File: src/hw/rtl/cmbd_pkg.sv
// Package for the console memory bus decoder: payload types, targets and tables.
package cmbd_pkg;

    localparam int WORK_RAM_BYTES = 8192;
    localparam int SPRITE_RAM_BYTES = 160;

    typedef enum logic [2:0] {
        TGT_INTERNAL = 3'd0,
        TGT_CART     = 3'd1,
        TGT_BOOT     = 3'd2,
        TGT_TIMER    = 3'd3,
        TGT_AUDIO    = 3'd4,
        TGT_JOYPAD   = 3'd5,
        TGT_UNMAPPED = 3'd6
    } target_t;

    // Which internal store an access reaches.
    typedef enum logic [2:0] {
        SEL_NONE   = 3'd0,
        SEL_VRAM   = 3'd1,
        SEL_WRAM   = 3'd2,
        SEL_OAM    = 3'd3,
        SEL_HRAM   = 3'd4,
        SEL_LOCAL  = 3'd5
    } sel_t;

    typedef struct packed {
        logic       kind;
        logic [15:0] address;
        logic [7:0] write_data;
        logic [7:0] external_data;
        logic [7:0] current_line;
        logic [2:0] display_mode_bits;
    } access_t;

    typedef struct packed {
        logic [7:0] read_data;
        logic [2:0] target;
        logic       external_write;
        logic       serial_valid;
        logic [7:0] serial_out;
        logic       dma_start;
        logic [7:0] dma_page;
        logic [7:0] interrupt_enable;
        logic [7:0] interrupt_flags;
    } result_t;

    // Memory request from the decoder to the RAM bank.
    typedef struct packed {
        sel_t        sel;
        logic        wr;
        logic [12:0] index;
        logic [7:0]  data;
    } mem_req_t;

    function automatic logic [7:0] audio_mask(input logic [4:0] idx);
        logic [7:0] m;
        begin
            unique case (idx)
                5'd0:  m = 8'h80;
                5'd1:  m = 8'h3F;
                5'd2:  m = 8'h00;
                5'd4:  m = 8'hBF;
                5'd6:  m = 8'h3F;
                5'd7:  m = 8'h00;
                5'd9:  m = 8'hBF;
                5'd10: m = 8'h7F;
                5'd12: m = 8'h9F;
                5'd14: m = 8'hBF;
                5'd17: m = 8'h00;
                5'd18: m = 8'h00;
                5'd19: m = 8'hBF;
                5'd20: m = 8'h00;
                5'd21: m = 8'h00;
                5'd22: m = 8'h70;
                default: m = 8'hFF;
            endcase
            return m;
        end
    endfunction

endpackage

File: src/hw/rtl/cmbd_decoder.sv
// Address decode and register file of the decoder; settles one access per call.
module cmbd_decoder (
    input  logic               clk,
    input  logic               rst_n,
    input  logic               fire,
    input  cmbd_pkg::access_t  acc,
    output cmbd_pkg::mem_req_t req,
    output cmbd_pkg::result_t  res
);
    logic [7:0] disp_reg [10];
    logic [7:0] dma_reg, ser_reg, if_reg, ie_reg;
    logic       boot_reg;
    logic [7:0] if_next, ie_next;
    logic [3:0] slot;
    logic       slot_ok;
    logic [15:0] a;
    logic [15:0] off;
    logic        w;

    assign a = acc.address;
    assign w = acc.kind;

    always_comb
    begin
        slot_ok = 1'b1;
        slot = 4'd0;
        unique case (a[3:0])
            4'h0: slot = 4'd0;
            4'h1: slot = 4'd1;
            4'h2: slot = 4'd2;
            4'h3: slot = 4'd3;
            4'h5: slot = 4'd4;
            4'h7: slot = 4'd5;
            4'h8: slot = 4'd6;
            4'h9: slot = 4'd7;
            4'hA: slot = 4'd8;
            4'hB: slot = 4'd9;
            default: slot_ok = 1'b0;
        endcase
        if (a[15:4] != 12'hFF4) slot_ok = 1'b0;
    end

    always_comb
    begin
        res = '0;
        res.read_data = 8'hFF;
        res.target = cmbd_pkg::TGT_INTERNAL;
        req = '0;
        req.sel = cmbd_pkg::SEL_NONE;
        req.wr = w;
        req.data = acc.write_data;
        off = '0;
        if_next = if_reg;
        ie_next = ie_reg;
        priority if (a <= 16'h7FFF)
        begin
            res.read_data = acc.external_data;
            if (!w && a < 16'h0100 && boot_reg) res.target = cmbd_pkg::TGT_BOOT;
            else
            begin
                res.target = cmbd_pkg::TGT_CART;
                res.external_write = w;
            end
        end
        else if (a <= 16'h9FFF)
        begin
            req.sel = cmbd_pkg::SEL_VRAM;
            off = a - 16'h8000;
            req.index = off[12:0];
        end
        else if (a <= 16'hBFFF)
        begin
            res.target = cmbd_pkg::TGT_CART;
            res.read_data = acc.external_data;
            res.external_write = w;
        end
        else if (a <= 16'hFDFF)
        begin
            req.sel = cmbd_pkg::SEL_WRAM;
            off = (a <= 16'hDFFF) ? a - 16'hC000 : a - 16'hE000;
            req.index = off[12:0];
        end
        else if (a <= 16'hFE9F)
        begin
            req.sel = cmbd_pkg::SEL_OAM;
            off = a - 16'hFE00;
            req.index = off[12:0];
        end
        else if (a <= 16'hFEFF) res.target = cmbd_pkg::TGT_UNMAPPED;
        else if (a <= 16'hFF7F)
        begin
            priority if (a == 16'hFF00)
            begin
                res.target = cmbd_pkg::TGT_JOYPAD;
                res.read_data = acc.external_data;
            end
            else if (a == 16'hFF01 || a == 16'hFF50) begin end
            else if (a == 16'hFF02)
            begin
                if (w && acc.write_data == 8'h81)
                begin
                    res.serial_valid = 1'b1;
                    res.serial_out = ser_reg;
                end
            end
            else if (a >= 16'hFF04 && a <= 16'hFF07)
            begin
                res.target = cmbd_pkg::TGT_TIMER;
                res.read_data = acc.external_data;
                res.external_write = w;
            end
            else if (a == 16'hFF0F)
            begin
                if (w) if_next = acc.write_data;
                else res.read_data = if_reg;
            end
            else if (a >= 16'hFF10 && a <= 16'hFF3F)
            begin
                res.target = cmbd_pkg::TGT_AUDIO;
                res.external_write = w;
                // The mask table starts at FF10, so the low five address bits are rebased.
                if (a >= 16'hFF30) res.read_data = acc.external_data;
                else res.read_data = acc.external_data
                                     | cmbd_pkg::audio_mask(a[4:0] - 5'd16);
            end
            else if (slot_ok)
            begin
                if (slot == 4'd1)
                    res.read_data = {disp_reg[1][7:3], acc.display_mode_bits};
                else res.read_data = disp_reg[slot];
            end
            else if (a == 16'hFF44) res.read_data = acc.current_line;
            else if (a == 16'hFF46)
            begin
                res.read_data = dma_reg;
                if (w)
                begin
                    res.dma_start = 1'b1;
                    res.dma_page = acc.write_data;
                end
            end
            else res.target = cmbd_pkg::TGT_UNMAPPED;
        end
        else if (a <= 16'hFFFE)
        begin
            req.sel = cmbd_pkg::SEL_HRAM;
            off = a - 16'hFF80;
            req.index = off[12:0];
        end
        else
        begin
            if (w) ie_next = acc.write_data;
            else res.read_data = ie_reg;
        end
        if (w) res.read_data = 8'h00;
        res.interrupt_enable = ie_next;
        res.interrupt_flags = if_next;
    end

    always_ff @(posedge clk or negedge rst_n)
    begin
        if (!rst_n)
        begin
            for (int i = 0; i < 10; i++) disp_reg[i] <= 8'h00;
            dma_reg <= 8'h00;
            ser_reg <= 8'h00;
            if_reg <= 8'h00;
            ie_reg <= 8'h00;
            boot_reg <= 1'b1;
        end
        else if (fire)
        begin
            if_reg <= if_next;
            ie_reg <= ie_next;
            if (w)
            begin
                if (a == 16'hFF01) ser_reg <= acc.write_data;
                if (a == 16'hFF46) dma_reg <= acc.write_data;
                if (a == 16'hFF50 && acc.write_data != 8'h00) boot_reg <= 1'b0;
                if (slot_ok)
                    disp_reg[slot] <= (slot == 4'd1) ? (acc.write_data & 8'hF8)
                                                     : acc.write_data;
            end
        end
    end

    a_boot_sticky: assert property (@(posedge clk) disable iff (!rst_n)
        !boot_reg |=> !boot_reg) else $error("boot overlay came back");
    a_boot_target: assert property (@(posedge clk) disable iff (!rst_n)
        !boot_reg |-> res.target != cmbd_pkg::TGT_BOOT) else $error("boot target w/o overlay");
    a_dma_write: assert property (@(posedge clk) disable iff (!rst_n)
        (fire && res.dma_start) |=> dma_reg == $past(acc.write_data))
        else $error("dma page not stored");
endmodule
File: config.mk
export PLATFORM = sky130hd
export DESIGN_NAME = cmbd_decoder
export DESIGN_NICKNAME = d
export VERILOG_FILES = /design/src/hw/rtl/cmbd_pkg.sv /design/src/hw/rtl/cmbd_decoder.sv
export SDC_FILE = /design/constraint.sdc
export NUM_CORES = 1
export LEC_CHECK = 0
export ABC_AREA = 1
export BUFFER_PORTS_ARGS = -buffer_cell sky130_fd_sc_hd__buf_2
export CAP_MARGIN = 30
export CORE_ASPECT_RATIO = 0.8
export CORE_MARGIN = 4
export CORE_UTILIZATION = 62
export CTS_BUF_LIST = sky130_fd_sc_hd__clkbuf_4 sky130_fd_sc_hd__clkbuf_8 sky130_fd_sc_hd__clkbuf_16
export DETAILED_ROUTE_END_ITERATION = 6
export PLACE_DENSITY = 0.94
export SLEW_MARGIN = 20
export SYNTH_ARGS = -nofsm -noshare
export SYNTH_HDL_FRONTEND = slang
export SYNTH_SLANG_ARGS = --single-unit
File: constraint.sdc
create_clock -name clk -period 6.7 [get_ports clk]
set_input_delay 0.67 -clock clk [delete_from_list [all_inputs] [get_ports clk]]
set_output_delay 0.67 -clock clk [all_outputs]
set_load 0.01 [all_outputs]
# After elaboration in Yosys (flattened, before gate mapping)
# Memories as Yosys holds them, arrays and structs flattened.
# Index checks and enable logic that the tools add are counted.
# classes
order_cmp,17
bitwise_logic,2
n_eq_ne,19
n_reduce_logical,16
addsub,6
muxes,123
# ops
operator,count
$mux 8,51
$mux 30,12
$le 16x16->1 const B,10
$mux 13,9
$eq 16x16->1 const B,7
$mux 11,9
$mux 9,10
$bwmux 80,1
$ge 16x16->1 const B,3
$mux 12,4
$mux 3,13
$sub 13x1->13 const B,3
$mux 19,2
$mux 18,2
$pmux 4 s9,1
$bmux 8 s4,1
$demux 8 s4,1
$sub 13x13->13 const B,2
$mux 22,1
$eq 4x4->1 const B,4
$le 16x15->1 const B,1
$lt 16x9->1 const B,1
$ne 12x12->1 const B,1
$reduce_and 3->1,4
other kinds (18),30
# word_totals
regBits,113
elab_cells,199
memories,1
out_inout_bits,71
input_bits,47
romBits,256
# mem_list
name,words,width,rd,rd_clocked_by_memory_dff,write_ports,line_no,text
(name not given),32,8,1,0,0,cmbd_pkg.sv:59,unique case (idx)

# Longest topological paths before layout
# An unclocked memory read counts as a cell.
# depth
depth_word,47
depth_mapped,22
depth_no_buf,21

# Worst setup path after synthesis
# No wires, ideal clock.
# synth_path
path_type,input to output
start,input port acc[28] (netlist bit)
end,output port res[17] (netlist bit)
t_arrival_ps,2716
cell_stages,14
required_time_ps,6030
path_slack_ps,3314
cell_sequence,inv_1 -> ha_1 -> inv_1 -> nand2_1 -> nand2_1 -> nand3_1 -> nor2_2 -> nand3_1 -> nand2_4 -> buf_6 -> nand2_1 -> nor3_2 -> inv_2 -> nor4b_1
# synth_rtl
element,line_no,text
start: declaration,cmbd_decoder.sv:6,"input cmbd_pkg::access_t acc,"
end: declaration,cmbd_decoder.sv:8,output cmbd_pkg::result_t res

==> impl_metrics.json <==
{
  "status": "completed",
  "setup_viol_count_final": 0,
  "clock_latency_ns": 0.36,
  "coreArea_mm2": 0.01152,
  "p_switching_w": 0.0004805,
  "root_buffer": "clkbuf_16",
  "syn-num-nets": 1166,
  "cts_setup_buffers": 0,
  "worstSetupEndpointType": "output port",
  "synth-seq-cells": 111,
  "synth_area_mm2": 0.007326,
  "path_cells": "buf_2, inv_1, ha_1, inv_1, nand2_1, nand2_1, nand2_1, inv_2, nand3_2, nor2_1, nor2_1, o21ai_0, nand2_1, nand2_1, nand2_1, nand2_1, nand2_1, nand2_1, nand2_1, nand2_1, a21oi_1, buf_2",
  "ctsResizeCount": 0,
  "fin_crit_ns": 4.865,
  "hold_violations": 0,
  "timing.slew.headroom": 0.4694,
  "place.gp.congestion": 1.020,
  "peakVddDrop_uv": 157.0,
  "cts_tree": "built",
  "fp.dieArea_mm2": 0.01363,
  "powerDensity_mw_per_mm2": 183.9,
  "p_seq_frac": 0.460,
  "cts.sinks": 111,
  "synth.distinct_cells": 43,
  "hp-class": "in -> async",
  "cts_hold_buf": 0,
  "max_stage_delay_ns": 0.49,
  "timing.final.crit_share": 0.7261,
  "postRouteAntennaNets": 0,
  "vias_per_cell": 6.061,
  "drive_gt1_frac": 0.1433,
  "tns_ns": 0,
  "antenna_found_initial": 0,
  "wl_per_cell_um": 17.17,
  "intPower_w": 0.001023,
  "arrival_ns": 4.19,
  "grt_max_degree": 61,
  "largest_reg_flops": 78,
  "grt_use_total": 0.3403,
  "initial_utilization": 0.6361,
  "cts_htree_levels": 3,
  "clk_pin_slew_ns": 0.09,
  "yosys_warnings": 0,
  "p_leak_nw": 4.222,
  "area_growth_syn_to_layout_pct": 11.58,
  "maxSlewViolCount": 0,
  "max_freq_ghz": 0.2056,
  "crit_path_start_kind": "input port",
  "dp.cells": 1324,
  "dp_hpwl_mm": 16.66,
  "drt_iter0_drc": 1272,
  "cap_viol_max_count": 0,
  "diodes": 0,
  "rrSetupSlack_ns": 5.47,
  "numPortBuffers": 117,
  "drc": 0,
  "fin_hold_ws_ns": 0.3393,
  "slowest_stage": "inv_2",
  "netlist_instances": 1111,
  "die_x_um": 129.5,
  "path_common_cell": "nand2_1",
  "nets": 1243,
  "cts_buffers": 9,
  "wl_mm": 23.03,
  "grt_pass1_vias": 7305,
  "rsz0062_at_grt": "no",
  "layout.cells.non_filler": 1341,
  "synth_top_area_share": 0.3757,
  "cts_max_path_buffers": 2,
  "crit_path_max_fanout": 21,
  "ios": 118,
  "vias": 8128,
  "fin_skew_ns": 0,
  "ys_seq_area_frac": 0.3793,
  "dieHeight_um": 105.2,
  "synth_area_leaders": "dfrtp_1 38%, nand2_1 20%, o21ai_0 11%, inv_1 5.1%, nor2_1 4.5%",
  "avgSynthCellArea_um2": 6.594,
  "switching_share": 0.3196,
  "dr.pass1.iters": 7,
  "crit_required_ns": 6.03,
  "worstMarginPinSlew_ns": 0.7898,
  "power_frac_clock": 0.380,
  "combPwrFrac": 0.160,
  "grt_pass1_wl_mm": 37.20,
  "synth_top_area_cell": "dfrtp_1",
  "grt-ovfl-total": 0,
  "crit_type": "in -> out",
  "rows": 35
}
cell usage after synthesis (all sizes together):
| library cell | n |
|---|---|
| nand2 | 388 |
| o21ai | 160 |
| dfrtp | 110 |
| inv | 107 |
| nor2 | 96 |
| nand3 | 63 |
| a21oi | 45 |
| nand4 | 33 |
| buf | 28 |
| clkbuf | 28 |
| nor3 | 9 |
| ha | 8 |
| nor4 | 8 |
| o211ai | 7 |
| clkinv | 3 |
| or2 | 3 |
| a311oi | 2 |
| nand3b | 2 |
| a211oi | 1 |
| a21o | 1 |
| a31o | 1 |
| a31oi | 1 |
| dfstp | 1 |
| nor4b | 1 |
| o21a | 1 |
| o21bai | 1 |
| o22ai | 1 |
| o311ai | 1 |
| o41ai | 1 |
power groups by stage:
stage	Clock [W]	Combinational, W	Sequential (W)
detailed placement	0	0.000233	0.000705
finish	0.000571	0.000241	0.000692
global route	0.000593	0.000264	0.000693
CTS	0.000566	0.000235	0.000692
floorplan	0	0.000137	0.000702
global placement	0	0.000230	0.000704
logic make-up (layout without fill, tap and decap cells):
group / count (synthesis) / count (layout) / share of synthesized area
AND/OR/NAND/NOR: 603 / 603 / 0.3525
AO/OA/AOI/OAI: 223 / 223 / 0.1590
buffers and inverters: 166 / 248 / 0.09547
flip-flops: 111 / 111 / 0.3793
adder cells (fa/ha/maj): 8 / 8 / 0.01366
per-stage QoR:
step	power (W)	area [um2]	setup WS, ns	util
5_1_grt	0.001550	8174	1.560	0.7097
2_1_floorplan	0.0008390	7326	3.314	-
4_1_cts	0.001492	8167	1.982	0.7091
3_5_place_dp	0.0009384	7846	2.072	0.6813
3_3_place_gp	0.0009338	7841	2.119	0.6808
6_report	0.001503	8174	1.835	0.7097
cells in the final DEF, fill, tap and decap left out, drive strengths merged:
cell,n
nor2,96
a21oi,45
o21bai,1
ha,8
nor3,9
o22ai,1
nand3,63
a211oi,1
o211ai,7
a31oi,1
a311oi,2
clkbuf,9
nand2,388
a21o,1
buf,122
inv,111
clkinv,5
dfstp,1
o21ai,160
or2,3
nand3b,2
o21a,1
o41ai,1
a31o,1
nor4b,1
nor4,8
nand4,33
dfrtp,110
clkinvlp,1
o311ai,1
path summary, 6_finish.rpt:
kind / to / cells past startpoint / from
worst min-delay path: ser_reg[5] / 1 / rst_n
worst min register to register: dma_reg[7] / 2 / dma_reg[7]
worst max register to register: if_reg[6] / 4 / if_reg[6]
min in group clk: dma_reg[7] / 2 / dma_reg[7]
worst max-delay path: res[41] / 22 / acc[27]
max in group asynchronous: disp_reg[8] / 2 / rst_n
critical path: cells and delay by family:
family | cells | cell delay [ns]
compound gates | 2 | 0.19
buf+inv | 5 | 1.20
simple gates | 14 | 1.85
fa+ha+maj | 1 | 0.26
per-layer routing:
metal / routed length [um] / GRT usage / up-vias
met2: 9565 / 0.4878 / 601
met1: 9654 / 0.5141 / 3712
li1: - / - / 3756
met4: 618 / 0.09496 / 0
met3: 3187 / 0.08460 / 59
met5: 0 / 0 / -
layout make-up:
| type | instances | area (um2) |
|---|---|---|
| clock buffers | 9 | 225.2 |
| clock inverters | 7 | 95.09 |
| fillers | 977 | 3343 |
| inverters | 110 | 412.9 |
| multi-input cells | 834 | 3854 |
| flip-flops and latches | 111 | 2779 |
| well taps | 148 | 185.2 |
| repair buffers | 122 | 623.1 |
Note: power is estimated with default switching activity, not from simulation.
